==> src/design/tpfc_pkg.sv <==
package tpfc_pkg;

    // palette selector codes, anything else falls back to jet
    localparam logic [1:0] PAL_JET  = 2'd0;
    localparam logic [1:0] PAL_GRAY = 2'd1;
    localparam logic [1:0] PAL_IRON = 2'd2;

    // register indexes on the apb port (byte address = 4 * index)
    localparam int unsigned APB_ADDR_W = 5;
    localparam logic [2:0] REG_PALETTE_MODE = 3'd0;
    localparam logic [2:0] REG_PIXEL_FORMAT = 3'd1;
    localparam logic [2:0] REG_SCALED_MIN   = 3'd2;
    localparam logic [2:0] REG_SCALED_MAX   = 3'd3;
    localparam logic [2:0] REG_RANGE_LOW    = 3'd4;
    localparam logic [2:0] REG_RANGE_HIGH   = 3'd5;

    // pixel formats
    localparam logic FMT_RAW16  = 1'b0;
    localparam logic FMT_SCALE8 = 1'b1;

    // valid band limits, exclusive
    localparam logic [15:0] BAND_LOW  = 16'd1000;
    localparam logic [15:0] BAND_HIGH = 16'd30000;

    // rounding term and divisor of the 8-bit expansion
    localparam logic [23:0] EXP_ROUND = 24'd127;
    localparam logic [23:0] EXP_DIV   = 24'd255;

    // level bits produced by the divider
    localparam int unsigned LVL_W = 8;

    typedef struct packed {
        logic [1:0]  palette_mode;
        logic        pixel_format;
        logic [15:0] scaled_min;
        logic [15:0] scaled_max;
        logic [15:0] range_low;
        logic [15:0] range_high;
    } t_cfg;

endpackage

==> src/design/tpfc_pix_if.sv <==
interface tpfc_pix_if;
    logic        valid;
    logic        ready;
    logic [15:0] sample;
    logic        frame_end;

    modport source (output valid, output sample, output frame_end, input ready);
    modport sink   (input valid, input sample, input frame_end, output ready);
endinterface

==> src/design/tpfc_rgb_if.sv <==
interface tpfc_rgb_if;
    logic        valid;
    logic        ready;
    logic [7:0]  red;
    logic [7:0]  green;
    logic [7:0]  blue;
    logic [15:0] decoded_value;
    logic        in_valid_band;
    logic        frame_end_out;

    modport source (
        output valid, output red, output green, output blue,
        output decoded_value, output in_valid_band, output frame_end_out,
        input ready
    );
    modport sink (
        input valid, input red, input green, input blue,
        input decoded_value, input in_valid_band, input frame_end_out,
        output ready
    );
endinterface

==> src/design/tpfc_decode.sv <==
module tpfc_decode (
    input  logic            i_clk,
    input  logic            i_rst_n,
    input  tpfc_pkg::t_cfg  i_cfg,
    input  logic            i_valid,
    output logic            o_ready,
    input  logic [15:0]     i_sample,
    input  logic            i_frame_end,
    output logic            o_valid,
    input  logic            i_ready,
    output logic [15:0]     o_value,
    output logic            o_frame_end
);

    // stage 1: product, stage 2: reciprocal estimate, stage 3: correction and select
    logic        r_v1, r_v2, r_v3;
    logic [15:0] r_sample1, r_sample2;
    logic        r_fe1, r_fe2, r_fe3;
    logic [23:0] r_num1, r_num2;
    logic [15:0] r_q0;
    logic [15:0] r_value;

    logic        w_en1, w_en2, w_en3;
    logic [15:0] w_span;
    logic [23:0] n_num1;
    logic [24:0] w_sum;
    logic [15:0] n_q0;
    logic [23:0] w_q255;
    logic [23:0] w_rem;
    logic [15:0] w_q;
    logic        w_scale;
    logic [15:0] n_value;

    assign w_en3   = !r_v3 || i_ready;
    assign w_en2   = !r_v2 || w_en3;
    assign w_en1   = !r_v1 || w_en2;
    assign o_ready = w_en1;

    assign w_scale = i_cfg.scaled_max > i_cfg.scaled_min;
    assign w_span  = i_cfg.scaled_max - i_cfg.scaled_min;
    assign n_num1  = 24'(i_sample[7:0]) * 24'(w_span) + tpfc_pkg::EXP_ROUND;

    // x/255 ~ (x + x/256 + x/65536)/256, never high and at most one low
    assign w_sum = 25'(r_num1) + 25'(r_num1 >> 8) + 25'(r_num1 >> 16);
    assign n_q0  = 16'(w_sum >> 8);

    assign w_q255 = {r_q0, 8'h00} - {8'h00, r_q0};
    assign w_rem  = r_num2 - w_q255;
    assign w_q    = r_q0 + 16'(w_rem >= tpfc_pkg::EXP_DIV);

    always_comb begin
        if (i_cfg.pixel_format == tpfc_pkg::FMT_RAW16) begin
            n_value = r_sample2;
        end else if (w_scale) begin
            n_value = i_cfg.scaled_min + w_q;
        end else begin
            n_value = {r_sample2[7:0], 8'h00};
        end
    end

    always_ff @(posedge i_clk) begin
        if (!i_rst_n) begin
            r_v1 <= 1'b0;
            r_v2 <= 1'b0;
            r_v3 <= 1'b0;
        end else begin
            if (w_en1) r_v1 <= i_valid;
            if (w_en2) r_v2 <= r_v1;
            if (w_en3) r_v3 <= r_v2;
        end
    end

    always_ff @(posedge i_clk) begin
        if (w_en1) begin
            r_sample1 <= i_sample;
            r_fe1     <= i_frame_end;
            r_num1    <= n_num1;
        end
        if (w_en2) begin
            r_sample2 <= r_sample1;
            r_fe2     <= r_fe1;
            r_num2    <= r_num1;
            r_q0      <= n_q0;
        end
        if (w_en3) begin
            r_value <= n_value;
            r_fe3   <= r_fe2;
        end
    end

    assign o_valid     = r_v3;
    assign o_value     = r_value;
    assign o_frame_end = r_fe3;

endmodule

==> src/design/tpfc_norm.sv <==
module tpfc_norm (
    input  logic                          i_clk,
    input  logic                          i_rst_n,
    input  tpfc_pkg::t_cfg                i_cfg,
    input  logic                          i_valid,
    output logic                          o_ready,
    input  logic [15:0]                   i_value,
    input  logic                          i_frame_end,
    output logic                          o_valid,
    input  logic                          i_ready,
    output logic [tpfc_pkg::LVL_W-1:0]    o_level,
    output logic [15:0]                   o_value,
    output logic                          o_frame_end
);

    localparam int unsigned NS = tpfc_pkg::LVL_W + 1;

    // offset and span stage
    logic        r_va;
    logic [15:0] r_x;
    logic [15:0] r_da;
    logic [15:0] r_vala;
    logic        r_fea;

    // stage 0 holds the scaled numerator, stages 1..8 each resolve one quotient bit
    logic                       r_sv  [NS];
    logic [15:0]                r_rem [NS];
    logic [7:0]                 r_lo  [NS];
    logic [tpfc_pkg::LVL_W-1:0] r_q   [NS];
    logic                       r_sat [NS];
    logic [15:0]                r_d   [NS];
    logic [15:0]                r_val [NS];
    logic                       r_fe  [NS];

    logic [15:0]                n_rem [NS];
    logic [7:0]                 n_lo  [NS];
    logic [tpfc_pkg::LVL_W-1:0] n_q   [NS];

    logic        w_en [NS];
    logic        w_ena;
    logic        w_above;
    logic [15:0] n_x;
    logic [15:0] n_d;
    logic [23:0] w_num;
    logic        n_sat;

    assign w_en[NS-1] = !r_sv[NS-1] || i_ready;
    for (genvar k = 0; k < NS - 1; k++) begin : g_en
        assign w_en[k] = !r_sv[k] || w_en[k+1];
    end
    assign w_ena   = !r_va || w_en[0];
    assign o_ready = w_ena;

    assign w_above = i_value > i_cfg.range_low;
    assign n_x     = w_above ? (i_value - i_cfg.range_low) : 16'd0;
    assign n_d     = (i_cfg.range_high > i_cfg.range_low) ?
                     (i_cfg.range_high - i_cfg.range_low) : 16'd1;

    // x * 255, saturate when the quotient would need a ninth bit
    assign w_num = {r_x, 8'h00} - {8'h00, r_x};
    assign n_sat = w_num[23:8] >= r_da;

    always_comb begin
        logic [16:0] t;
        logic        ge;
        n_rem[0] = w_num[23:8];
        n_lo[0]  = w_num[7:0];
        n_q[0]   = '0;
        for (int k = 1; k < NS; k++) begin
            t        = {r_rem[k-1], r_lo[k-1][7]};
            ge       = t >= {1'b0, r_d[k-1]};
            n_rem[k] = ge ? 16'(t - {1'b0, r_d[k-1]}) : t[15:0];
            n_lo[k]  = {r_lo[k-1][6:0], 1'b0};
            n_q[k]   = {r_q[k-1][tpfc_pkg::LVL_W-2:0], ge};
        end
    end

    always_ff @(posedge i_clk) begin
        if (!i_rst_n) begin
            r_va <= 1'b0;
            for (int k = 0; k < NS; k++) begin
                r_sv[k] <= 1'b0;
            end
        end else begin
            if (w_ena) r_va <= i_valid;
            if (w_en[0]) r_sv[0] <= r_va;
            for (int k = 1; k < NS; k++) begin
                if (w_en[k]) r_sv[k] <= r_sv[k-1];
            end
        end
    end

    always_ff @(posedge i_clk) begin
        if (w_ena) begin
            r_x    <= n_x;
            r_da   <= n_d;
            r_vala <= i_value;
            r_fea  <= i_frame_end;
        end
        if (w_en[0]) begin
            r_rem[0] <= n_rem[0];
            r_lo[0]  <= n_lo[0];
            r_q[0]   <= n_q[0];
            r_sat[0] <= n_sat;
            r_d[0]   <= r_da;
            r_val[0] <= r_vala;
            r_fe[0]  <= r_fea;
        end
        for (int k = 1; k < NS; k++) begin
            if (w_en[k]) begin
                r_rem[k] <= n_rem[k];
                r_lo[k]  <= n_lo[k];
                r_q[k]   <= n_q[k];
                r_sat[k] <= r_sat[k-1];
                r_d[k]   <= r_d[k-1];
                r_val[k] <= r_val[k-1];
                r_fe[k]  <= r_fe[k-1];
            end
        end
    end

    assign o_valid     = r_sv[NS-1];
    assign o_level     = r_sat[NS-1] ? '1 : r_q[NS-1];
    assign o_value     = r_val[NS-1];
    assign o_frame_end = r_fe[NS-1];

endmodule

==> src/design/tpfc_palette.sv <==
module tpfc_palette (
    input  logic                          i_clk,
    input  logic                          i_rst_n,
    input  tpfc_pkg::t_cfg                i_cfg,
    input  logic                          i_valid,
    output logic                          o_ready,
    input  logic [tpfc_pkg::LVL_W-1:0]    i_level,
    input  logic [15:0]                   i_value,
    input  logic                          i_frame_end,
    tpfc_rgb_if.source                    o_rgb
);

    logic        r_v;
    logic [7:0]  r_red, r_green, r_blue;
    logic [15:0] r_value;
    logic        r_band;
    logic        r_fe;

    logic        w_en;
    logic [7:0]  n_red, n_green, n_blue;
    logic        n_band;
    logic [7:0]  w_off4, w_off2, w_low6;

    assign w_en    = !r_v || o_rgb.ready;
    assign o_ready = w_en;

    // offsets within the current quarter of the level range
    assign w_off4 = {i_level[5:0], 2'b00};
    assign w_off2 = {1'b0, i_level[5:0], 1'b0};
    assign w_low6 = {2'b00, i_level[5:0]};

    assign n_band = (i_value > tpfc_pkg::BAND_LOW) && (i_value < tpfc_pkg::BAND_HIGH);

    always_comb begin
        n_red   = i_level;
        n_green = i_level;
        n_blue  = i_level;
        case (i_cfg.palette_mode)
            tpfc_pkg::PAL_GRAY: begin
                n_red   = i_level;
                n_green = i_level;
                n_blue  = i_level;
            end
            tpfc_pkg::PAL_IRON: begin
                case (i_level[7:6])
                    2'd0: begin
                        n_red   = w_off2;
                        n_green = 8'd0;
                        n_blue  = w_low6;
                    end
                    2'd1: begin
                        n_red   = {1'b1, i_level[5:0], 1'b0};
                        n_green = w_low6;
                        n_blue  = 8'd128 - i_level;
                    end
                    2'd2: begin
                        n_red   = 8'd255;
                        n_green = 8'd64 + w_off2;
                        n_blue  = 8'd0;
                    end
                    default: begin
                        n_red   = 8'd255;
                        n_green = i_level;
                        n_blue  = w_off2;
                    end
                endcase
            end
            default: begin
                // jet, also for the unused selector code
                case (i_level[7:6])
                    2'd0: begin
                        n_red   = 8'd0;
                        n_green = w_off4;
                        n_blue  = 8'd255;
                    end
                    2'd1: begin
                        n_red   = 8'd0;
                        n_green = 8'd255;
                        n_blue  = 8'd255 - w_off4;
                    end
                    2'd2: begin
                        n_red   = w_off4;
                        n_green = 8'd255;
                        n_blue  = 8'd0;
                    end
                    default: begin
                        n_red   = 8'd255;
                        n_green = 8'd255 - w_off4;
                        n_blue  = 8'd0;
                    end
                endcase
            end
        endcase
    end

    always_ff @(posedge i_clk) begin
        if (!i_rst_n) begin
            r_v <= 1'b0;
        end else if (w_en) begin
            r_v <= i_valid;
        end
    end

    always_ff @(posedge i_clk) begin
        if (w_en) begin
            r_red   <= n_red;
            r_green <= n_green;
            r_blue  <= n_blue;
            r_value <= i_value;
            r_band  <= n_band;
            r_fe    <= i_frame_end;
        end
    end

    assign o_rgb.valid         = r_v;
    assign o_rgb.red           = r_red;
    assign o_rgb.green         = r_green;
    assign o_rgb.blue          = r_blue;
    assign o_rgb.decoded_value = r_value;
    assign o_rgb.in_valid_band = r_band;
    assign o_rgb.frame_end_out = r_fe;

endmodule

==> src/design/thermal_pixel_false_color.sv <==
// thermal false colour mapper: takes one sensor pixel per clock on i_pix and delivers one
// rgb pixel per clock on o_rgb while o_rgb takes them, together with the decoded 16-bit
// value, a flag for values strictly between 1000 and 30000, and the frame end mark. a
// pixel passes 14 register stages (3 for format decoding, 10 for normalisation, 1 for
// the palette) on its way to o_rgb; the depth is set by the level divider, which
// resolves one quotient bit per stage. every stage holds its own valid bit and fills
// bubbles, so the input keeps taking pixels while a finished result waits on o_rgb, until
// every stage is full. the six apb registers (palette mode, pixel format, scaled
// min/max, display range low/high) sit at byte addresses 0x00..0x14 and must only be
// written while no pixel is in flight.
module thermal_pixel_false_color (
    input  logic                                i_clk,
    input  logic                                i_rst_n,
    tpfc_pix_if.sink                            i_pix,
    tpfc_rgb_if.source                          o_rgb,
    input  logic                                psel,
    input  logic                                penable,
    input  logic                                pwrite,
    input  logic [tpfc_pkg::APB_ADDR_W-1:0]     paddr,
    input  logic [31:0]                         pwdata,
    output logic [31:0]                         prdata,
    output logic                                pready
);

    tpfc_pkg::t_cfg r_cfg;

    logic        w_wr;
    logic [2:0]  w_idx;

    // decode -> normalise
    logic        w_dec_valid, w_dec_ready;
    logic [15:0] w_dec_value;
    logic        w_dec_fe;

    // normalise -> palette
    logic                          w_nrm_valid, w_nrm_ready;
    logic [tpfc_pkg::LVL_W-1:0]    w_nrm_level;
    logic [15:0]                   w_nrm_value;
    logic                          w_nrm_fe;

    // apb: no wait states, register written in the access phase
    assign pready = 1'b1;
    assign w_idx  = paddr[4:2];
    assign w_wr   = psel && penable && pwrite && pready;

    always_ff @(posedge i_clk) begin
        if (!i_rst_n) begin
            r_cfg.palette_mode <= tpfc_pkg::PAL_JET;
            r_cfg.pixel_format <= tpfc_pkg::FMT_RAW16;
            r_cfg.scaled_min   <= 16'd0;
            r_cfg.scaled_max   <= 16'd0;
            r_cfg.range_low    <= 16'd0;
            r_cfg.range_high   <= 16'd1;
        end else if (w_wr) begin
            case (w_idx)
                tpfc_pkg::REG_PALETTE_MODE: r_cfg.palette_mode <= pwdata[1:0];
                tpfc_pkg::REG_PIXEL_FORMAT: r_cfg.pixel_format <= pwdata[0];
                tpfc_pkg::REG_SCALED_MIN:   r_cfg.scaled_min   <= pwdata[15:0];
                tpfc_pkg::REG_SCALED_MAX:   r_cfg.scaled_max   <= pwdata[15:0];
                tpfc_pkg::REG_RANGE_LOW:    r_cfg.range_low    <= pwdata[15:0];
                tpfc_pkg::REG_RANGE_HIGH:   r_cfg.range_high   <= pwdata[15:0];
                default: ;  // unmapped addresses are ignored
            endcase
        end
    end

    // register read-back
    always_comb begin
        case (w_idx)
            tpfc_pkg::REG_PALETTE_MODE: prdata = 32'(r_cfg.palette_mode);
            tpfc_pkg::REG_PIXEL_FORMAT: prdata = 32'(r_cfg.pixel_format);
            tpfc_pkg::REG_SCALED_MIN:   prdata = 32'(r_cfg.scaled_min);
            tpfc_pkg::REG_SCALED_MAX:   prdata = 32'(r_cfg.scaled_max);
            tpfc_pkg::REG_RANGE_LOW:    prdata = 32'(r_cfg.range_low);
            tpfc_pkg::REG_RANGE_HIGH:   prdata = 32'(r_cfg.range_high);
            default:                    prdata = 32'd0;
        endcase
    end

    // 8-bit expansion between scaled min and max or to the top byte, raw samples pass
    tpfc_decode u_decode (
        .i_clk       (i_clk),
        .i_rst_n     (i_rst_n),
        .i_cfg       (r_cfg),
        .i_valid     (i_pix.valid),
        .o_ready     (i_pix.ready),
        .i_sample    (i_pix.sample),
        .i_frame_end (i_pix.frame_end),
        .o_valid     (w_dec_valid),
        .i_ready     (w_dec_ready),
        .o_value     (w_dec_value),
        .o_frame_end (w_dec_fe)
    );

    // display range to level 0..255, pipelined restoring divider
    tpfc_norm u_norm (
        .i_clk       (i_clk),
        .i_rst_n     (i_rst_n),
        .i_cfg       (r_cfg),
        .i_valid     (w_dec_valid),
        .o_ready     (w_dec_ready),
        .i_value     (w_dec_value),
        .i_frame_end (w_dec_fe),
        .o_valid     (w_nrm_valid),
        .i_ready     (w_nrm_ready),
        .o_level     (w_nrm_level),
        .o_value     (w_nrm_value),
        .o_frame_end (w_nrm_fe)
    );

    // palette lookup, band flag and output register
    tpfc_palette u_palette (
        .i_clk       (i_clk),
        .i_rst_n     (i_rst_n),
        .i_cfg       (r_cfg),
        .i_valid     (w_nrm_valid),
        .o_ready     (w_nrm_ready),
        .i_level     (w_nrm_level),
        .i_value     (w_nrm_value),
        .i_frame_end (w_nrm_fe),
        .o_rgb       (o_rgb)
    );

endmodule

==> src/flat_wrapper.sv <==
// flat-port wrapper written by rule: the top's interface ports become plain ports
module thermal_pixel_false_color_flat 
  (i_clk, i_rst_n, psel, penable, pwrite, paddr, pwdata, prdata, pready, i_pix_valid, i_pix_sample, i_pix_frame_end, i_pix_ready, o_rgb_valid, o_rgb_red, o_rgb_green, o_rgb_blue, o_rgb_decoded_value, o_rgb_in_valid_band, o_rgb_frame_end_out, o_rgb_ready);
  tpfc_pix_if i_pix_i ();
  tpfc_rgb_if o_rgb_i ();
  input  logic i_clk;
  input  logic i_rst_n;
  input  logic psel;
  input  logic penable;
  input  logic pwrite;
  input  logic [tpfc_pkg::APB_ADDR_W-1:0] paddr;
  input  logic [31:0] pwdata;
  output logic [31:0] prdata;
  output logic pready;
  input wire logic [$bits(i_pix_i.valid)-1:0] i_pix_valid;
  input wire logic [$bits(i_pix_i.sample)-1:0] i_pix_sample;
  input wire logic [$bits(i_pix_i.frame_end)-1:0] i_pix_frame_end;
  output wire logic [$bits(i_pix_i.ready)-1:0] i_pix_ready;
  output wire logic [$bits(o_rgb_i.valid)-1:0] o_rgb_valid;
  output wire logic [$bits(o_rgb_i.red)-1:0] o_rgb_red;
  output wire logic [$bits(o_rgb_i.green)-1:0] o_rgb_green;
  output wire logic [$bits(o_rgb_i.blue)-1:0] o_rgb_blue;
  output wire logic [$bits(o_rgb_i.decoded_value)-1:0] o_rgb_decoded_value;
  output wire logic [$bits(o_rgb_i.in_valid_band)-1:0] o_rgb_in_valid_band;
  output wire logic [$bits(o_rgb_i.frame_end_out)-1:0] o_rgb_frame_end_out;
  input wire logic [$bits(o_rgb_i.ready)-1:0] o_rgb_ready;
  assign i_pix_i.valid = i_pix_valid;
  assign i_pix_i.sample = i_pix_sample;
  assign i_pix_i.frame_end = i_pix_frame_end;
  assign i_pix_ready = i_pix_i.ready;
  assign o_rgb_valid = o_rgb_i.valid;
  assign o_rgb_red = o_rgb_i.red;
  assign o_rgb_green = o_rgb_i.green;
  assign o_rgb_blue = o_rgb_i.blue;
  assign o_rgb_decoded_value = o_rgb_i.decoded_value;
  assign o_rgb_in_valid_band = o_rgb_i.in_valid_band;
  assign o_rgb_frame_end_out = o_rgb_i.frame_end_out;
  assign o_rgb_i.ready = o_rgb_ready;
  thermal_pixel_false_color u_core (.i_clk(i_clk), .i_rst_n(i_rst_n), .i_pix(i_pix_i), .o_rgb(o_rgb_i), .psel(psel), .penable(penable), .pwrite(pwrite), .paddr(paddr), .pwdata(pwdata), .prdata(prdata), .pready(pready));
endmodule
==> config.mk <==
export PLATFORM = sky130hd
export DESIGN_NAME = thermal_pixel_false_color_flat
export DESIGN_NICKNAME = d
export VERILOG_FILES = /design/src/design/tpfc_pkg.sv /design/src/design/tpfc_pix_if.sv /design/src/design/tpfc_rgb_if.sv /design/src/design/tpfc_decode.sv /design/src/design/tpfc_norm.sv /design/src/design/tpfc_palette.sv /design/src/design/thermal_pixel_false_color.sv /design/src/flat_wrapper.sv
export SDC_FILE = /design/constraint.sdc
export NUM_CORES = 2
export LEC_CHECK = 0
export ABC_AREA = 1
export CAP_MARGIN = 30
export CORE_UTILIZATION = 58
export CTS_BUF_LIST = sky130_fd_sc_hd__clkbuf_2 sky130_fd_sc_hd__clkbuf_4 sky130_fd_sc_hd__clkbuf_8
export DETAILED_ROUTE_END_ITERATION = 12
export DONT_BUFFER_PORTS = 1
export PLACE_DENSITY_LB_ADDON = 0.3
export RECOVER_POWER = 25
export SLEW_MARGIN = 20
export SYNTH_ARGS = -nofsm -noshare
export SYNTH_HDL_FRONTEND = slang
export SYNTH_SLANG_ARGS = --single-unit
==> constraint.sdc <==
create_clock -name i_clk -period 9.2 [get_ports i_clk]
set_input_delay 0.46 -clock i_clk [delete_from_list [all_inputs] [get_ports i_clk]]
set_output_delay 0.46 -clock i_clk [all_outputs]
set_load 0.03 [all_outputs]
==> Word-level counts from Yosys, hierarchy flattened <==
Memories as Yosys holds them, arrays and structs flattened. A register that Yosys moved wholly into a read port is not among the register bits.
Index checks and enable logic that the tools add are counted.
W data, S select, Z words.
{ "classes": {"add_sub_neg": 22, "mul": 1, "div_mod_pow": 0, "order_cmp": 15, "n_eq_ne": 9, "n_shift": 0, "mux": 67, "bitwise": 9, "n_reduce_logical": 41} }
{ "op_table": {"columns": ["cell", "n"], "rows": [
  ["$sub A16 B16 Y16", 11],
  ["$mux W16", 10],
  ["$ge A17 B16 Y1", 8],
  ["$pmux W8 S2", 7],
  ["$pmux W16 S6", 1],
  ["$gt A16 B16 Y1", 3],
  ["$pmux W8 S3", 2],
  ["$sub A24 B16 Y24", 2],
  ["$mux W1", 46],
  ["$add A24 B16 Y24", 1],
  ["$add A24 B7 Y24 const B", 1],
  ["$add A24 B8 Y24", 1],
  ["$ge A24 B8 Y1 const B", 1],
  ["$mul A8 B16 Y24", 1],
  ["$sub A24 B24 Y24", 1],
  ["$add A16 B1 Y16", 1],
  ["$add A16 B16 Y16", 1],
  ["$ge A16 B16 Y1", 1],
  ["$gt A16 B10 Y1 const B", 1],
  ["$lt A16 B15 Y1 const B", 1],
  ["$sub A8 B8 Y8 const A", 2],
  ["$logic_not A1 Y1", 14],
  ["$logic_or A1 B1 Y1", 14],
  ["$reduce_and A2 Y1", 6],
  ["other kinds (12)", 27]
]} }
{ "word_totals": {"register_bits": 277, "latchBits": 0, "mem_bits_rw": 603, "romBits": 0, "input_bits": 61, "wordCells": 201, "mem_count": 8} }
{ "mem_list": {"columns": ["name", "depth", "width", "read_ports", "rd_ports_with_merged_regs", "write_ports", "line", "text"], "rows": [
  ["u_core.u_norm.r_d", 9, 16, 8, 0, 9, "tpfc_norm.sv:31", "logic [15:0] r_d [NS];"],
  ["u_core.u_norm.r_rem", 9, 16, 8, 0, 9, "tpfc_norm.sv:27", "logic [15:0] r_rem [NS];"],
  ["u_core.u_norm.r_val", 9, 16, 9, 0, 9, "tpfc_norm.sv:32", "logic [15:0] r_val [NS];"],
  ["u_core.u_norm.r_lo", 9, 8, 8, 0, 9, "tpfc_norm.sv:28", "logic [7:0] r_lo [NS];"],
  ["u_core.u_norm.r_q", 9, 8, 9, 0, 9, "tpfc_norm.sv:29", "logic [tpfc_pkg::LVL_W-1:0] r_q [NS];"],
  ["u_core.u_norm.r_fe", 9, 1, 9, 1, 9, "tpfc_norm.sv:33", "logic r_fe [NS];"],
  ["+2 memories", null, null, null, null, null, null, null]
]} }

==> Depth between registers and ports, before layout <==
{ "depth": {"ltp_word": 15, "ltp_mapped": 31, "depth_no_buf": 31} }

==> Modules after synthesis <==
From an unflattened synthesis, not the netlist that was laid out.
{ "hier_totals": {"hier_cells": 5403, "area_unflattened_um2": 47819.6} }
{ "modules_own_cells": {"columns": ["module", "instances", "cells_per_inst", "area_each_um2", "seq_area_each_um2"], "rows": [
  ["tpfc_norm", 1, 3051, 29100.4, 16475.8],
  ["tpfc_decode", 1, 1581, 12911.1, 3513.4],
  ["thermal_pixel_false_color", 1, 521, 3427.0, 1341.3],
  ["tpfc_palette", 1, 250, 2381.0, 1281.2]
]} }

==> Worst setup path before layout <==
Ideal clock, no wire load.
{ "synth_timing": {"path_kind": "flip-flop to flip-flop", "startpoint": "register u_core.u_palette.r_v (netlist: u_core.u_palette.o_rgb.valid) (read register of u_core.u_norm.r_sv)", "endpoint": "register u_core.u_decode.r_fe1, enable pin", "setup_ns": 0.841, "arrival_ns": 7.049, "required_time_ns": 8.359, "path_slack_ns": 1.310, "stages_incl_launch_ff": 8, "n_path_buf": 0, "synth_period_minus_slack_ns": 7.890, "path_cell_list": "dfxtp_1 nand3_1 nor2_2 nand4_1 nor2_2 nand4_2 nor2_4 nand4_1"} }
{ "synth_lines": {"columns": ["element", "line", "text"], "rows": [
  ["start, declared", "tpfc_palette.sv:13", "logic r_v;"],
  ["end signal, assigned", "tpfc_decode.sv:76", "r_fe1 <= i_frame_end;"],
  ["end, declared", "tpfc_decode.sv:18", "logic r_fe1, r_fe2, r_fe3;"]
]} }

==> Worst setup path in the final report <==
{ "layout_timing": {"startpoint": "register u_core.r_cfg[48] (netlist bit)", "endpoint": "register u_core.u_decode.r_num1[21], data pin"} }
{ "layout_between": {"elab_chain_len": 3} }
{ "layout_rtl": {"columns": ["element", "line", "text"], "rows": [
  ["start, declared", "thermal_pixel_false_color.sv:25", "tpfc_pkg::t_cfg r_cfg;"],
  ["$sub A16 B16 Y16", "tpfc_decode.sv:40", "assign w_span = i_cfg.scaled_max - i_cfg.scaled_min;"],
  ["$mul A8 B16 Y24", "tpfc_decode.sv:41", "assign n_num1 = 24'(i_sample[7:0]) * 24'(w_span) + tpfc_pkg::EXP_ROUND;"],
  ["$add A24 B7 Y24", "tpfc_decode.sv:41", null],
  ["named net u_core.u_decode.n_num1[21]", "tpfc_decode.sv:25", "logic [23:0] n_num1;"],
  ["end signal, assigned", "tpfc_decode.sv:77", "r_num1 <= n_num1;"],
  ["end, declared", "tpfc_decode.sv:19", "logic [23:0] r_num1, r_num2;"]
]} }
The timed path passes the listed nets, and every way through them passes these cells.
A chain may end at the register's enable or synchronous reset.

==> out/qor.yml <==
min_period_over_period_pct: 70.0
netSwitchingPower_uw: 7310
ctsLongestPathBuffers: 3
std_cell_rows: 102
dp_worst_setup_slack_ns: 2.81
power.share.combinational_pct: 50.4
finClkSkew_ns: 0.0418
io-pin-count: 138
clk_pwr_share_pct: 16.3
post_drt_via_cell_ratio: 5.43
number_of_buffers_created_by_cts: 116
synth_edf_count: 705
cp_num_cells: 21
fp.dieH_um: 282
max_capacitance_violation_total: 0
detail_route.iter0.violations: 2573
hold_viol: 0
ys_top_cells_by_area: "edfxtp_1, ha_1, nand2_1, inv_1, fa_1"
total_detailed_routing_wirelength_um: 98400
synth_flop_cell: "edfxtp_1"
gp_congestion: 0.954
final_critical_path_setup_slack_ns: 2.76
cp.required_ns: 9.68
synth_cells: 4691
maximum_number_of_pins_on_one_net_before_global_route_repair: 76
synth_cell_type_count: 68
yosysTopAreaCellShare_pct: 46.7
switching_share_pct: 43.2
timing.critical_path.to_type: "flop"
final_cell_area_sq_um: 49200
clk_pin_slew_worst_paths_ns: 0.06
critical-path-slowest-cell: "fa_1"
buffer_ports.inserted: 0
ant_nets: 0
wire_length_of_the_first_global_routing_pass_um: 158000
report.final.setup_viol: 0
setup.worst_path.class: "flop to flop"
die-area_sq_um: 79300
placeableCoreArea_sq_um: 77300
hpwlAfterDp_um: 76200
synth.largest_area_cell: "edfxtp_1"
period_minus_slack_ns: 6.44
slew_headroom_pct: 38.3
power.density_nw_per_um2: 344
number_of_global_route_vias_before_repair: 30700
worst_setup_path_start_kind: "flop"
cp_data_arrival_time_ns: 6.92
htree_num_levels: 3
drt_first_pass_iters: 6
detailed_place.area_sq_um: 46400
worst_pin_slew_ns: 0.922
timing.setup.tns_ns: 0
clock_latency_ns: 0.77
post-route-drc-count: 0
vdd_drop_max_mv: 0.217
status: "finished clean"
synthMostInstantiatedCell: "nand2_1"
grt-ovfl-total: 0
ctsRootBufferMaster: "clkbuf_8"
drv_slew: 0
dpl.cell_count: 5678
register_area_share_after_synthesis_pct: 49.9
static_leakage_uw: 0.0219
vias: 32200
flops_latches_synth: 777
critPathTopFamily: "adder cells"
cts_tree: "yes"
die_x_um: 282
initial_core_util_pct: 58.6
internal_pwr_total_uw: 9610
area.growth.synth_to_final_pct: 8.53
unrepaired_setup_endpoints_after_global_routing: "no"
timing.hold.worst.class: "input port to flop"
critical_path.n_buffers_inverters: 2
design.final.nets: 5311
reg2regPathDepth: 21
synth.avg_cell_area_sq_um: 9.66
finish.utilization_pct: 63.6
path_cells: "ha_1 -> fa_1 -> or2_4 -> a21oi_4 -> nand2_2 -> nand2_2 -> a31oi_1 -> xor2_1 -> nor2_1 -> fa_1 -> fa_1 -> fa_1 -> inv_1 -> fa_1 -> inv_1 -> ha_1 -> a21oi_1 -> o21ai_0 -> a211oi_1 -> nand3_1 -> xor2_1"
synth_warnings: 0
clock_sink_count: 777
antenna_found_initial: 4
layoutNonFillerInstCount: 5938
timing.hold.worst_path_depth: 2
synth-async-reset-ratio_pct: 0
grtUsageTotal_pct: 25.1
synth_area_sq_um: 45300
post_route_cells_drive_above_1_share_pct: 5.92
critical_path.most_common_cell: "fa_1"
wl_per_cell_um: 16.6
cts.repair_timing.setup_buffer_count: 0
clock.fmax_ghz: 0.155
critPathMaxFanout: 8
synth_top_cells_by_count: "nand2_1, inv_1, edfxtp_1"
cpPeakStageDelay_ns: 0.57
power_frac_seq_pct: 33.2
## cell usage in the layout, fill, tap and decap left out, drive strengths merged, types with 5 or more instances in the layout
cell / n
a22oi: 24
clkinv: 54
nand4: 46
clkbuf: 158
dlygate4sd3: 38
a211oi: 8
edfxtp: 705
a311oi: 5
o21a: 8
o21bai: 25
a221oi: 12
o21ai: 238
nor3: 50
o22ai: 11
dfxtp: 72
nand3b: 22
ha: 334
fa: 117
o211ai: 20
o221ai: 6
conb: 17
inv: 739
nor2: 448
or2: 16
a21o: 32
nand2: 897
xor2: 101
a31oi: 18
xnor2: 51
a21oi: 309
nand3: 267
buf: 23
## flip-flops by register name, summed over array words and instances (netlist names), 24 cells and up
register / flops
u_core.u_norm.r_d: 128
u_core.u_norm.r_lo: 36
u_core.u_norm.r_rem: 128
u_core.u_norm.r_val: 144
u_core.r_cfg: 67
u_core.u_norm.r_q: 36
u_core.u_decode.r_num1: 24
u_core.u_decode.r_num2: 24
## worst reg2reg max path: stages (launching register included)
cell and delay [ns]:
dfxtp_1 0.38, ha_1 0.26, fa_1 0.46, or2_4 0.28
a21oi_4 0.16, nand2_2 0.07, nand2_2 0.10, a31oi_1 0.10
xor2_1 0.56, nor2_1 0.13, fa_1 0.53, fa_1 0.54
fa_1 0.57, inv_1 0.06, fa_1 0.52, inv_1 0.04
ha_1 0.36, a21oi_1 0.28, o21ai_0 0.19, a211oi_1 0.30
nand3_1 0.13, xor2_1 0.16
## cell type report
| cell class | instances | area, sq um |
|---|---|---|
| diodes | 2 | 5.00 |
| clock buffers | 158 | 1920 |
| clock inverters | 57 | 412 |
| fillers | 6347 | 28100 |
| inverters | 740 | 2780 |
| multi-input cells | 3103 | 19600 |
| flip-flops and latches | 777 | 22600 |
| well taps | 1040 | 1300 |
| repair buffers | 61 | 606 |
## power by group through the flow
| stage | combinational (uW) | clock, uW | sequential (uW) |
|---|---|---|---|
| finish | 8540 | 2770 | 5620 |
| floorplan | 6670 | 0 | 5420 |
| global route | 9750 | 2990 | 5700 |
| global placement | 8260 | 0 | 5670 |
| detailed placement | 8390 | 0 | 5700 |
| CTS | 8460 | 2840 | 5630 |
## worst paths after layout
check	start	to	slack [ns]
setup / recovery	u_core.r_cfg[48]$_SDFFE_PN0P_	u_core.u_decode.r_num1[21]$_DFFE_PP_	2.76
hold / removal	i_rst_n	u_core.u_decode.o_valid$_SDFFE_PN0P_	0.09
setup reg to reg	u_core.r_cfg[48]$_SDFFE_PN0P_	u_core.u_decode.r_num1[21]$_DFFE_PP_	2.76
hold reg to reg	u_core.u_norm.r_vala[0]$_DFFE_PP_	u_core.u_norm.r_val[0][0]$_DFFE_PN_	0.38
## what timing repair did
item | 4_1_cts | 5_1_grt
endpoints found under the hold margin | 96 | 0
gates resized for setup | 0 | 0
hold buffers | 39 | 0
## cells by family (layout without fill, tap and decap cells)
| family | after synthesis | in the layout | synth area share (%) |
|---|---|---|---|
| AND/OR/NAND/NOR | 1756 | 1756 | 16.3 |
| buffers and inverters | 826 | 1016 | 7.13 |
| flip-flops | 777 | 777 | 49.9 |
| AO/OA/AOI/OAI | 727 | 727 | 9.29 |
| adder cells (fa/ha/maj) | 451 | 451 | 14.4 |
| XOR/XNOR | 152 | 152 | 2.99 |
| other | 2 | 19 | 0.0166 |
## metal layers
layer	track usage [%]	routed length, um	vias to the layer above
li1	-	-	16000
met1	34.7	44200	15000
met2	40.6	45000	1023
met3	4.19	6530	192
met4	7.85	2640	4
met5	0	27	-
## stage by stage
| step | power, uW | hold slack (ns) |
|---|---|---|
| final | 16900 | 0.0865 |
| after global routing | 18400 | 0.0799 |
| after CTS | 16900 | 0.0388 |
| after detailed placement | 14100 | 0.405 |
| after global placement | 13900 | 0.403 |
| after floorplan | 12100 | 0.400 |
Power figures use the tool's default switching activity.
